[src/rtl/k_way_sorted_run_merger_top_assert.svh]
// Assertion macros for the k-way sorted-run merger.
// Used by k_way_sorted_run_merger_top; expects clk_i and rst_ni in scope.
`ifndef K_WAY_SORTED_RUN_MERGER_TOP_ASSERT_SVH
`define K_WAY_SORTED_RUN_MERGER_TOP_ASSERT_SVH

// Consequent must hold in the same cycle as the antecedent.
`define KWM_ASSERT_SAME(lbl, ante, cons, msg) \
  lbl: assert property (@(posedge clk_i) disable iff (!rst_ni) (ante) |-> (cons)) \
    else $error(msg);

// Consequent must hold in the cycle after the antecedent.
`define KWM_ASSERT_NEXT(lbl, ante, cons, msg) \
  lbl: assert property (@(posedge clk_i) disable iff (!rst_ni) (ante) |=> (cons)) \
    else $error(msg);

`endif

[src/rtl/kwm_pkg.sv]
// Shared types, constants and the double ordering key for the run merger.
// No dependencies; used by all other files of the block except the assertion header.
`timescale 1ns / 1ps

package kwm_pkg;

  localparam int unsigned VAL_W = 64;
  localparam int unsigned RUN_W = 4;

  // Input transaction kinds
  localparam logic KIND_LOAD = 1'b0;
  localparam logic KIND_POP  = 1'b1;

  // Scan status toward the control logic
  typedef struct packed {
    logic done;   // best head registers are final
    logic found;  // at least one valid head was seen
  } kwm_scan_stat_t;

  // Map a double bit pattern to an unsigned key that sorts like the double.
  // Both zeros map to the same key.
  function automatic logic [VAL_W-1:0] order_key(input logic [VAL_W-1:0] bits);
    logic [VAL_W-1:0] b;
    b = bits;
    if (b[VAL_W-2:0] == '0) begin
      b = '0;
    end
    if (b[VAL_W-1]) begin
      return ~b;
    end
    return {1'b1, b[VAL_W-2:0]};
  endfunction

endpackage

[src/rtl/kwm_if.sv]
// Valid/ready channel interfaces for the run merger input and result streams.
// Depends on kwm_pkg for field widths.
`timescale 1ns / 1ps

interface kwm_in_if;
  logic                       valid;
  logic                       ready;
  logic                       kind;
  logic [kwm_pkg::RUN_W-1:0]  run_index;
  logic [kwm_pkg::VAL_W-1:0]  value;

  modport source (output valid, kind, run_index, value, input ready);
  modport sink   (input valid, kind, run_index, value, output ready);
endinterface

interface kwm_out_if;
  logic                       valid;
  logic                       ready;
  logic [kwm_pkg::VAL_W-1:0]  out_value;
  logic [kwm_pkg::RUN_W-1:0]  out_run;
  logic                       empty_res;

  modport source (output valid, out_value, out_run, empty_res, input ready);
  modport sink   (input valid, out_value, out_run, empty_res, output ready);
endinterface

[src/rtl/kwm_head_mem.sv]
// Head value store: one write port, one read port, registered read data.
// Depends on kwm_pkg for the value width.
`timescale 1ns / 1ps

module kwm_head_mem #(
  parameter int unsigned RUNS = 16
) (
  input  logic                           clk_i,
  input  logic                           we_i,
  input  logic [$clog2(RUNS)-1:0]        waddr_i,
  input  logic [kwm_pkg::VAL_W-1:0]      wdata_i,
  input  logic                           re_i,
  input  logic [$clog2(RUNS)-1:0]        raddr_i,
  output logic [kwm_pkg::VAL_W-1:0]      rdata_o
);

  logic [kwm_pkg::VAL_W-1:0] mem_q [RUNS];
  logic [kwm_pkg::VAL_W-1:0] rdata_q;

  // Write port
  always_ff @(posedge clk_i) begin
    if (we_i) begin
      mem_q[waddr_i] <= wdata_i;
    end
  end

  // Read port, registered read data
  always_ff @(posedge clk_i) begin
    if (re_i) begin
      rdata_q <= mem_q[raddr_i];
    end
  end

  assign rdata_o = rdata_q;

endmodule

[src/rtl/kwm_min_scan.sv]
// Minimum search: walks the head memory one entry per cycle through a single
// key comparator and keeps the smallest valid head. Depends on kwm_pkg.
`timescale 1ns / 1ps

module kwm_min_scan #(
  parameter int unsigned RUNS = 16
) (
  input  logic                           clk_i,
  input  logic                           rst_ni,
  input  logic                           start_i,
  input  logic [RUNS-1:0]                head_vld_i,
  output logic                           rd_en_o,
  output logic [$clog2(RUNS)-1:0]        rd_addr_o,
  input  logic [kwm_pkg::VAL_W-1:0]      rd_data_i,
  output kwm_pkg::kwm_scan_stat_t        stat_o,
  output logic [$clog2(RUNS)-1:0]        best_idx_o,
  output logic [kwm_pkg::VAL_W-1:0]      best_val_o
);

  localparam int unsigned IW = $clog2(RUNS);
  localparam logic [IW-1:0] LAST_IDX = IW'(RUNS - 1);

  logic                      issue_q, issue_d;
  logic [IW-1:0]             cnt_q, cnt_d;
  logic                      pend_q, pend_d;
  logic                      pend_last_q, pend_last_d;
  logic [IW-1:0]             pend_idx_q;
  logic                      done_q, done_d;
  logic                      found_q, found_d;
  logic [IW-1:0]             best_idx_q;
  logic [kwm_pkg::VAL_W-1:0] best_val_q;
  logic                      take_cand;

  // Address issue
  assign rd_en_o   = issue_q;
  assign rd_addr_o = cnt_q;

  // Candidate wins on strictly smaller key, so ties keep the lower run
  assign take_cand = pend_q && head_vld_i[pend_idx_q] &&
                     (!found_q ||
                      (kwm_pkg::order_key(rd_data_i) < kwm_pkg::order_key(best_val_q)));

  always_comb begin
    issue_d     = issue_q;
    cnt_d       = cnt_q;
    pend_d      = issue_q;
    pend_last_d = issue_q && (cnt_q == LAST_IDX);
    done_d      = pend_q && pend_last_q;
    found_d     = found_q || take_cand;
    if (start_i) begin
      issue_d = 1'b1;
      cnt_d   = '0;
      found_d = 1'b0;
    end else if (issue_q) begin
      if (cnt_q == LAST_IDX) begin
        issue_d = 1'b0;
      end else begin
        cnt_d = cnt_q + IW'(1);
      end
    end
  end

  // Control registers
  always_ff @(posedge clk_i or negedge rst_ni) begin
    if (!rst_ni) begin
      issue_q     <= 1'b0;
      cnt_q       <= '0;
      pend_q      <= 1'b0;
      pend_last_q <= 1'b0;
      done_q      <= 1'b0;
      found_q     <= 1'b0;
    end else begin
      issue_q     <= issue_d;
      cnt_q       <= cnt_d;
      pend_q      <= pend_d;
      pend_last_q <= pend_last_d;
      done_q      <= done_d;
      found_q     <= found_d;
    end
  end

  // Track read index and hold the running best
  always_ff @(posedge clk_i) begin
    pend_idx_q <= cnt_q;
    if (take_cand) begin
      best_idx_q <= pend_idx_q;
      best_val_q <= rd_data_i;
    end
  end

  assign stat_o.done  = done_q;
  assign stat_o.found = found_q;
  assign best_idx_o   = best_idx_q;
  assign best_val_o   = best_val_q;

endmodule

[src/rtl/k_way_sorted_run_merger_top.sv]
// Top level of the k-way sorted-run merger: input control, head valid bits,
// result register. Depends on kwm_pkg, kwm_if, kwm_head_mem, kwm_min_scan.
//
//   channel   dir   fields                          transaction
//   in_if     in    kind, run_index, value          load head or pop minimum
//   out_if    out   out_value, out_run, empty_res   one per pop
//
// A load writes the head memory and the run's valid bit.
// A pop walks the head memory through its single read port into one key
// comparator and then hands the smallest valid head to the result register.
// Reset clears all valid bits; head memory contents are left as they are.
// Input is taken only while no pop is in flight; a finished result waits in
// the output register while further loads are taken.
`timescale 1ns / 1ps
`include "k_way_sorted_run_merger_top_assert.svh"

module k_way_sorted_run_merger_top #(
  parameter int unsigned RUNS = 16
) (
  input  logic      clk_i,
  input  logic      rst_ni,
  kwm_in_if.sink    in_if,
  kwm_out_if.source out_if
);

  localparam int unsigned IW    = $clog2(RUNS);
  localparam int unsigned RUN_W = kwm_pkg::RUN_W;
  localparam logic [31:0] RUNS_U = 32'(RUNS);

  localparam logic [1:0] ST_IDLE = 2'd0;
  localparam logic [1:0] ST_SCAN = 2'd1;
  localparam logic [1:0] ST_EMIT = 2'd2;

  logic [1:0]                state_q, state_d;
  logic [RUNS-1:0]           head_vld_q, head_vld_d;
  logic                      out_valid_q, out_valid_d;
  logic [kwm_pkg::VAL_W-1:0] out_value_q;
  logic [RUN_W-1:0]          out_run_q;
  logic                      out_empty_q;

  logic                      in_fire, is_load, is_pop, in_range, load_we, scan_start, emit_go;
  logic [IW+RUN_W-1:0]       ld_ext;
  logic [IW-1:0]             ld_addr;
  logic [IW+RUN_W-1:0]       best_ext;

  logic                      rd_en;
  logic [IW-1:0]             rd_addr;
  logic [kwm_pkg::VAL_W-1:0] rd_data;
  kwm_pkg::kwm_scan_stat_t   scan_stat;
  logic [IW-1:0]             scan_best_idx;
  logic [kwm_pkg::VAL_W-1:0] scan_best_val;

  // Input decode
  assign in_if.ready = (state_q == ST_IDLE);
  assign in_fire     = in_if.valid && in_if.ready;
  assign is_load     = (in_if.kind == kwm_pkg::KIND_LOAD);
  assign is_pop      = (in_if.kind == kwm_pkg::KIND_POP);
  assign in_range    = (32'(in_if.run_index) < RUNS_U);
  assign ld_ext      = {{IW{1'b0}}, in_if.run_index};
  assign ld_addr     = ld_ext[IW-1:0];
  assign load_we     = in_fire && is_load && in_range;
  assign scan_start  = in_fire && is_pop;

  // Hand the result over once the output register is free or draining
  assign emit_go  = (state_q == ST_EMIT) && (!out_valid_q || out_if.ready);
  assign best_ext = {{RUN_W{1'b0}}, scan_best_idx};

  kwm_head_mem #(
    .RUNS (RUNS)
  ) u_mem (
    .clk_i   (clk_i),
    .we_i    (load_we),
    .waddr_i (ld_addr),
    .wdata_i (in_if.value),
    .re_i    (rd_en),
    .raddr_i (rd_addr),
    .rdata_o (rd_data)
  );

  kwm_min_scan #(
    .RUNS (RUNS)
  ) u_scan (
    .clk_i      (clk_i),
    .rst_ni     (rst_ni),
    .start_i    (scan_start),
    .head_vld_i (head_vld_q),
    .rd_en_o    (rd_en),
    .rd_addr_o  (rd_addr),
    .rd_data_i  (rd_data),
    .stat_o     (scan_stat),
    .best_idx_o (scan_best_idx),
    .best_val_o (scan_best_val)
  );

  // Sequence: idle, scan, emit
  always_comb begin
    state_d = state_q;
    case (state_q)
      ST_IDLE: begin
        if (scan_start) begin
          state_d = ST_SCAN;
        end
      end
      ST_SCAN: begin
        if (scan_stat.done) begin
          state_d = ST_EMIT;
        end
      end
      ST_EMIT: begin
        if (emit_go) begin
          state_d = ST_IDLE;
        end
      end
      default: begin
        state_d = ST_IDLE;
      end
    endcase
  end

  // Set valid on load, drop the popped run's valid bit
  always_comb begin
    head_vld_d = head_vld_q;
    if (load_we) begin
      head_vld_d[ld_addr] = 1'b1;
    end
    if (emit_go && scan_stat.found) begin
      head_vld_d[scan_best_idx] = 1'b0;
    end
  end

  // Output register occupancy
  always_comb begin
    out_valid_d = out_valid_q;
    if (emit_go) begin
      out_valid_d = 1'b1;
    end else if (out_if.ready) begin
      out_valid_d = 1'b0;
    end
  end

  always_ff @(posedge clk_i or negedge rst_ni) begin
    if (!rst_ni) begin
      state_q     <= ST_IDLE;
      head_vld_q  <= '0;
      out_valid_q <= 1'b0;
    end else begin
      state_q     <= state_d;
      head_vld_q  <= head_vld_d;
      out_valid_q <= out_valid_d;
    end
  end

  // Result payload; empty pops report zero value and run
  always_ff @(posedge clk_i) begin
    if (emit_go) begin
      if (scan_stat.found) begin
        out_value_q <= scan_best_val;
        out_run_q   <= best_ext[RUN_W-1:0];
        out_empty_q <= 1'b0;
      end else begin
        out_value_q <= '0;
        out_run_q   <= '0;
        out_empty_q <= 1'b1;
      end
    end
  end

  assign out_if.valid     = out_valid_q;
  assign out_if.out_value = out_value_q;
  assign out_if.out_run   = out_run_q;
  assign out_if.empty_res = out_empty_q;

  // Checks
  `KWM_ASSERT_NEXT(a_pop_blocks_input, scan_start, !in_if.ready, "input open during pop")
  `KWM_ASSERT_SAME(a_done_in_scan, scan_stat.done, state_q == ST_SCAN, "scan done outside scan")
  `KWM_ASSERT_NEXT(a_pop_clears_valid, emit_go && scan_stat.found, !head_vld_q[$past(scan_best_idx)], "popped head still valid")

endmodule
[src/flat_wrapper.sv]
// flat-port wrapper written by rule: the top's interface ports become plain ports
module k_way_sorted_run_merger_top_flat 
#(
  parameter int unsigned RUNS = 16
)
  (clk_i, rst_ni, in_if_valid, in_if_kind, in_if_run_index, in_if_value, in_if_ready, out_if_valid, out_if_out_value, out_if_out_run, out_if_empty_res, out_if_ready);
  kwm_in_if in_if_i ();
  kwm_out_if out_if_i ();
  input  logic clk_i;
  input  logic rst_ni;
  input wire logic [$bits(in_if_i.valid)-1:0] in_if_valid;
  input wire logic [$bits(in_if_i.kind)-1:0] in_if_kind;
  input wire logic [$bits(in_if_i.run_index)-1:0] in_if_run_index;
  input wire logic [$bits(in_if_i.value)-1:0] in_if_value;
  output wire logic [$bits(in_if_i.ready)-1:0] in_if_ready;
  output wire logic [$bits(out_if_i.valid)-1:0] out_if_valid;
  output wire logic [$bits(out_if_i.out_value)-1:0] out_if_out_value;
  output wire logic [$bits(out_if_i.out_run)-1:0] out_if_out_run;
  output wire logic [$bits(out_if_i.empty_res)-1:0] out_if_empty_res;
  input wire logic [$bits(out_if_i.ready)-1:0] out_if_ready;
  assign in_if_i.valid = in_if_valid;
  assign in_if_i.kind = in_if_kind;
  assign in_if_i.run_index = in_if_run_index;
  assign in_if_i.value = in_if_value;
  assign in_if_ready = in_if_i.ready;
  assign out_if_valid = out_if_i.valid;
  assign out_if_out_value = out_if_i.out_value;
  assign out_if_out_run = out_if_i.out_run;
  assign out_if_empty_res = out_if_i.empty_res;
  assign out_if_i.ready = out_if_ready;
  k_way_sorted_run_merger_top #(.RUNS(RUNS)) u_core (.clk_i(clk_i), .rst_ni(rst_ni), .in_if(in_if_i), .out_if(out_if_i));
endmodule
[config.mk]
export PLATFORM = sky130hd
export DESIGN_NAME = k_way_sorted_run_merger_top_flat
export DESIGN_NICKNAME = d
export VERILOG_FILES = /design/src/rtl/kwm_pkg.sv /design/src/rtl/kwm_if.sv /design/src/rtl/kwm_head_mem.sv /design/src/rtl/kwm_min_scan.sv /design/src/rtl/k_way_sorted_run_merger_top.sv /design/src/flat_wrapper.sv
export VERILOG_INCLUDE_DIRS = /design/src /design/src/rtl
export SDC_FILE = /design/constraint.sdc
export NUM_CORES = 1
export LEC_CHECK = 0
export BUFFER_PORTS_ARGS = -buffer_cell sky130_fd_sc_hd__buf_4
export CORE_ASPECT_RATIO = 0.7
export CORE_MARGIN = 4
export CORE_UTILIZATION = 40
export DETAILED_ROUTE_END_ITERATION = 10
export GPL_TIMING_DRIVEN = 0
export PLACE_DENSITY = 0.64
export SETUP_SLACK_MARGIN = 0.5
export SYNTH_ARGS = -nofsm -noshare
export SYNTH_HDL_FRONTEND = slang
export SYNTH_SLANG_ARGS = --single-unit
[constraint.sdc]
create_clock -name clk_i -period 7.23 [get_ports clk_i]
set_input_delay 1.446 -clock clk_i [delete_from_list [all_inputs] [get_ports clk_i]]
set_output_delay 1.446 -clock clk_i [all_outputs]
set_load 0.02 [all_outputs]
Word-level counts from Yosys, hierarchy flattened
Memories as Yosys holds them, arrays and structs flattened. A register that Yosys moved wholly into a read port is not among the register bits. Cells that the tools add are included. W data, S select, Z words.

Flip-flop bits (word level): 169. Bits in writable memories: 1024. Bits of input ports: 73. Output and inout port bits: 71. Word-level logic and storage cells: 91. Memories: 1.

Memories: u_core.u_mem.mem_q (depth 16, bits a word 64, rd ports 1, clocked after memory_dff 1, write ports 1, line kwm_head_mem.sv:17) `logic [kwm_pkg::VAL_W-1:0] mem_q [RUNS];`.

$add $sub $neg: 1. $lt $le $gt $ge: 6. Equal/unequal tests: 7. Multiplexer cells: 32. Bitwise logic cells: 6. Reduce and logical (&&, ||, !) cells: 23.

Operators by type and width (number): $mux W64 (6); $not A64 Y64 (2); $logic_not A63 Y1 (2); $lt A64 B64 Y1 (1); $mux W16 (2); $and A16 B16 Y16 (1); $not A16 Y16 (1); $or A16 B16 Y16 (1); $lt A4 B5 Y1 const B (3); $mux W1 (14); $mux W4 (3); $logic_and A1 B1 Y1 (11); $demux W1 S4 (2); $ge A4 B1 Y1 const B (2); $mux W2 (3); $pmux W2 S3 (1); $add A4 B1 Y4 const B (1); $bmux W1 S4 (1); $eq A4 B4 Y1 const B (1); $ne A2 B1 Y1 const B (2); $ne A2 B2 Y1 const B (2); $reduce_bool A2 Y1 (2); $logic_or A1 B1 Y1 (3); $reduce_and A3 Y1 (1); other kinds (6) (7).

Longest topological paths before layout
Depth in word-level cells: 10. Depth in mapped cells: 14. Depth with buffers taken out: 12.

Cells and area by module
Synthesis repeated with hierarchy kept, for this count alone.

Cell total of the unflattened synthesis: 2476. Area, all modules: 49637.6 µm².

Modules (own cells, without submodules): kwm_head_mem (times used 1, cells each 1647, area each 40222.3 µm², sequential area each 32671.3 µm²); kwm_min_scan (times used 1, cells each 600, area each 5947.0 µm², sequential area each 2347.3 µm²); k_way_sorted_run_merger_top (times used 1, cells each 229, area each 3468.3 µm², sequential area each 2547.4 µm²).

Worst setup path before layout
No wires, ideal clock.

Path kind: input port to flip-flop. From: in in_if_kind. To: reg u_core.head_vld_q[0]. Setup time: 0.082 ns. Arrival time: 7.057 ns. Data required time: 7.148 ns. Slack: 0.092 ns. Stages: 4. Buffers on the path: 0. Path through: nand3b_1 > or3_1 > nor3_1 > o32a_1.

Cells in the longest elaborated chain, start to end: 5.

RTL lines: from (decl) (line flat_wrapper.sv:12) `input wire logic [$bits(in_if_i.kind)-1:0] in_if_kind;`; $not A1 Y1 (*) (line k_way_sorted_run_merger_top.sv:56) `assign is_load = (in_if.kind == kwm_pkg::KIND_LOAD);`; $logic_and A1 B1 Y1 (*) (line k_way_sorted_run_merger_top.sv:61) `assign load_we = in_fire && is_load && in_range;`; $mux W16 (*) (line k_way_sorted_run_merger_top.sv:123) `if (load_we) begin`; $and A16 B16 Y16 (no line); $mux W16 (*) (line k_way_sorted_run_merger_top.sv:126) `if (emit_go && scan_stat.found) begin`; net u_core.head_vld_d[0] (line k_way_sorted_run_merger_top.sv:35) `logic [RUNS-1:0] head_vld_q, head_vld_d;`; to (signal assigned) (line k_way_sorted_run_merger_top.sv:148) `head_vld_q <= head_vld_d;`; to (decl) (line k_way_sorted_run_merger_top.sv:35).

The timed path passes the listed nets; every way through them passes the cells marked *. A chain may end at the register's enable or synchronous reset.

Worst setup path after layout
From: reg u_core.u_scan.best_val_q (netlist bit u_core.u_scan.best_val_o[23]). To: reg u_core.u_scan.best_val_q (netlist bit u_core.u_scan.best_val_o[22]), enable pin.

Cells in the longest elaborated chain, start to end: 8.

RTL lines: from (decl) (line kwm_min_scan.sv:31) `logic [kwm_pkg::VAL_W-1:0] best_val_q;`; from (signal assigned) (line kwm_min_scan.sv:87) `best_val_q <= rd_data_i;`; $logic_not A63 Y1 (line kwm_pkg.sv:25) `if (b[VAL_W-2:0] == '0) begin`; $mux W64 (*) (line kwm_pkg.sv:25); $not A64 Y64 (line kwm_pkg.sv:29) `return ~b;`; $mux W64 (line kwm_pkg.sv:28) `if (b[VAL_W-1]) begin`; $mux W64 (*) (line kwm_pkg.sv:31) `return {1'b1, b[VAL_W-2:0]};`; $lt A64 B64 Y1 (*) (line kwm_min_scan.sv:41) `(kwm_pkg::order_key(rd_data_i) < kwm_pkg::order_key(best_val_q)));`; $logic_or A1 B1 Y1 (*) (line kwm_min_scan.sv:40) `(!found_q ||`; $logic_and A1 B1 Y1 (*) (line kwm_min_scan.sv:39) `assign take_cand = pend_q && head_vld_i[pend_idx_q] &&`; net u_core.u_scan.take_cand (line kwm_min_scan.sv:32) `logic take_cand;`.

The timed path passes the listed nets; every way through them passes the cells marked *. The select of a mux whose other input is x is not followed.

==> summary by stage <==
Hold path
Counting instances, the worst hold path has a depth of 0. The worst hold path belongs to the class flop to flop.

Setup path
The most numerous cell type found on the critical path is a211oi_1. The critical path contains buffers and inverters numbering 3 combined. Among cell families on the critical path, the largest total delay comes from compound AO/OA/AOI/OAI gates. For the worst setup path, the data arrival time is 6.04 ns.

The slowest cell on the critical path is nor4_1. The worst register-to-register path has a depth of 15. The kind of end point of the critical path is a flop.

Along the worst path, the maximum fanout reaches 46. The category of the most critical setup path is flop to flop. The critical path goes through nor4_1 -> nand4_1 -> or4_1 -> clkbuf_1 -> clkbuf_1 -> nand2_1 -> ha_1 -> a211oi_1 -> o21bai_1 -> a211oi_1 -> o21ai_0 -> a211o_1 -> a211oi_1 -> o311a_4 -> buf_16.

STA puts the critical path data required time at approximately 7.6 ns. The worst setup path is launched from a flop. Counting buffers and inverters, the worst setup path is 15 cells deep. The peak per-stage delay on the critical path is 0.73 ns.

Floorplanning
The floorplan has around 110 rows. The placeable core area is 122000 µm². The die covers 129000 µm². The initial utilization of the core area, before any placement, comes to between 40% and 50%.

Measured along the y axis, the die boundary spans approximately 300 µm. The number of top-level pins is about 140. In this run the horizontal extent of the chip is about 430 µm.

Clock network
The tree built by TritonCTS fans out to between 1000 and 1500 sinks. The post-CTS clock slew at the launch and capture registers of the worst setup and hold paths is 0.06 ns. The hold-fix buffer count after cts is 0. In this run the post-CTS setup repair buffer count came out at 0. The number of CTS-inserted buffers is about 120. The clock tree from TritonCTS is built. In this run the deepest clock path goes through 3 buffers. The latest clock arrival within the worst-skew pair is around 0.72 ns.

The root buffer selected by CTS is clkbuf_16. In this run the number of H-tree levels came out at 3. The number of gates resized after CTS is 0.

Placement
The count of buffers from port buffering is 143. The placed instances occupy a cell area of 54200 µm². The global placement routability congestion is 0.882. The half-perimeter wire length after detailed placement is 85100 µm.

Route
The total number of vias is about 24000. The first routing iteration left 3146 violations. The DRC violation count after routing is 0.

The detail route stage leaves a number of antenna-violating nets equal to 0. The number of optimization iterations in the first detailed-route pass is 7. The wire length per cell after detailed routing is 28.4 µm.

Summed over all layers, the routed wires come to 124000 µm. The number of vias per cell is 5.61.

GRT
The first global-routing pass estimated ~180000 µm of wire. The initial antenna violation count is 10. Global routing used about a fifth of the available tracks across all layers. The via count of the first global-routing pass is between 20000 and 25000. Entering global routing, the biggest net connects 56 pins. The total overflow left after global routing is 0.

Job
The number of maximum-capacitance constraint violations is 0.

Yosys
The number of nets in the synthesized netlist is 2436. The distinct cell type count of the synthesized netlist is 44. The proportion of synthesized chip area in sequential cells is around three quarters. The synthesized area per cell is 21.5 µm². The synthesized design contains about 1200 enable-type register cells. The synthesized netlist cell count is between 2000 and 2500. The mapped netlist covers between 40000 and 50000 µm². Counting flops with an async set or reset pin after synthesis yields a share of 2.23%. Counting flops and latches in the post-synthesis netlist gives between 1000 and 1500. The number of warnings reported in the yosys synthesis log is 0. The main flop type after synthesis is edfxtp_1.

Power and ir drop
VDD sags by at most between 0.2 and 0.25 mV. The completed layout was analyzed and its total power is between 20 and 25 mW. In this run the static leakage power is 18.7 nW. For this design the ratio of total power to cell area is between 300 and 400 nW/µm².

Timing
The share of the cycle needed by the critical path after routing is 78.3%. The highest attainable clock frequency is 0.177 GHz. The count of pins over their slew limit is 0. The remaining max-slew budget at the tightest pin is between 10% and 20%.

The time the final worst path needs with I/O delays and setup is ~5.7 ns. Setup repair after global routing left no endpoint under its margin. The number of endpoints with negative hold slack in the final report is 0. Setup violations remaining at the end of the flow were counted as 0. Clock skew on the completed layout was measured at around 0.022 ns. At the pin with the least slew margin, the transition time is roughly 1.3 ns. The sum of negative setup slack is 0 ns. The worst hold margin is 0.390 ns.

Layout
The final layout contains 2763 nets. In the final layout, the share of cells above drive strength 1 is approximately 27%. After routing the design area is just under 60000 µm². The layout has 9840 filler cells. The layout overhead on the synthesized area is 17.2%.

Status
The flow ran to the end, and the final reports show no timing, DRC or antenna violations.
## report_power, final
part | leakage (nW) | internal, mW | switching, mW
clock network | 1.81 | 3.39 | 2.61
registers | 11.5 | 8.85 | 0.654
logic | 5.41 | 3.28 | 3.95
## synthesized netlist by cell type (all sizes together) (2+ instances only)
| cell type | instances | area, µm² |
|---|---|---|
| a2111oi | 2 | 17.5 |
| a211oi | 7 | 52.6 |
| a21o | 9 | 67.6 |
| a21oi | 12 | 60.1 |
| a221oi | 2 | 17.5 |
| a31o | 3 | 26.3 |
| a31oi | 5 | 31.3 |
| and2 | 67 | 419 |
| and3 | 2 | 12.5 |
| and4 | 3 | 26.3 |
| buf | 38 | 150 |
| clkbuf | 69 | 259 |
| dfrtp | 28 | 701 |
| dfxtp | 4 | 80.1 |
| edfxtp | 1225 | 36800 |
| ha | 63 | 788 |
| inv | 9 | 33.8 |
| mux4 | 325 | 7320 |
| nand2 | 79 | 297 |
| nand2b | 10 | 62.6 |
| nand3 | 14 | 70.1 |
| nand4 | 18 | 113 |
| nor2 | 95 | 357 |
| nor3 | 7 | 35.0 |
| nor4 | 32 | 215 |
| o211ai | 3 | 22.5 |
| o21ai | 13 | 65.1 |
| o21bai | 3 | 22.5 |
| o221ai | 2 | 17.5 |
| o22a | 6 | 52.6 |
| o32a | 7 | 70.1 |
| or3 | 2 | 12.5 |
| xnor2 | 64 | 561 |
| xor2 | 64 | 561 |
## final timing paths
path	startpoint	endpoint	slack, ns
hold reg to reg	u_core.u_scan.rd_addr_o[2]$_DFFE_PN0P_	u_core.u_scan.pend_idx_q[2]$_DFF_P_	0.39
hold / removal	u_core.u_scan.rd_addr_o[2]$_DFFE_PN0P_	u_core.u_scan.pend_idx_q[2]$_DFF_P_	0.39
min in group asynchronous	rst_ni	u_core.out_if.valid$_DFFE_PN0P_	0.66
setup reg to reg	u_core.u_scan.best_val_o[23]$_DFFE_PP_	u_core.u_scan.best_val_o[22]$_DFFE_PP_	1.57
max in group asynchronous	rst_ni	u_core.u_scan.rd_en_o$_DFF_PN0_	6.26
setup / recovery	u_core.u_scan.best_val_o[23]$_DFFE_PP_	u_core.u_scan.best_val_o[22]$_DFFE_PP_	1.57
## placed cells by master (no fill, tap or decap), drive strengths merged, types with 7 or more instances in the layout
cell type  count
xnor2         64
nor4          32
nand3         14
mux4         325
a21o           9
nand2b        10
clkbuf       217
o32a           7
nand2         79
and2          67
clkinv        46
edfxtp      1225
xor2          64
nor3           7
nand4         18
a211oi         7
inv           11
buf          247
nor2          95
dfrtp         28
o21ai         13
a21oi         12
bufinv        10
ha            63
## layout make-up
type	count	area, µm²	area share [%]
antenna	6	15.0	0.0259
inverter	9	33.8	0.0583
multi-input combinational	927	11600	20.0
clock inverter	64	599	1.03
tap	1635	2050	3.53
sequential	1257	37600	64.8
timing repair buffer	209	2590	4.46
clock buffer	148	3110	5.36
buffer	107	409	0.706
## worst reg2reg max path: cells and delay by family, from the launching register on
family | cells | cell delay [ns]
buf+inv | 3 | 0.89
compound gates | 7 | 1.95
simple gates | 4 | 1.76
fa+ha+maj | 1 | 0.24
flops | 1 | 0.46
## kinds of logic (layout without fill, tap and decap cells)
kind of cell	count (synthesis)	after routing	synth area share, %
flops	1257	1257	76.0
simple gates	333	333	3.33
mux	325	325	14.8
xor+xnor	128	128	2.27
buf+inv	116	537	0.896
compound gates	78	78	1.13
fa+ha+maj	63	63	1.59
other cells	0	6	0
## sequential cells by signal, indices dropped and copies added, names as in the netlist
register / cells
u_core.u_scan.pend_idx_q: 4
u_core.u_scan.found_q: 1
u_core.out_if.out_value: 64
u_core.u_scan.rd_en_o: 1
u_core.u_scan.pend_last_q: 1
u_core.state_q: 2
u_core.u_scan.done_q: 1
u_core.head_vld_q: 16
u_core.out_if.out_run: 4
u_core.u_scan.best_val_o: 64
u_core.u_mem.rdata_o: 64
u_core.u_mem.mem_q: 1024
u_core.u_scan.pend_q: 1
u_core.out_if.empty_res: 1
u_core.u_scan.best_idx_o: 4
u_core.out_if.valid: 1
u_core.u_scan.rd_addr_o: 4
## through the flow
stage | setup slack (ns) | cells | utilization (%)
after floorplan | 1.54 | 2300 | -
after global placement | -2.48 | 4078 | 43.0
after detailed placement | 1.59 | 4144 | 44.4
after CTS | 1.54 | 4356 | 47.4
after global routing | 1.31 | 4359 | 47.4
final | 1.57 | 4362 | 47.4
## routing by layer
metal	GRT usage [%]	wire length, µm
met1	28.0	53200
met2	28.4	55600
met3	5.49	12400
met4	4.12	2590
met5	0	13
No activity file was read; power rests on OpenSTA's default activity.
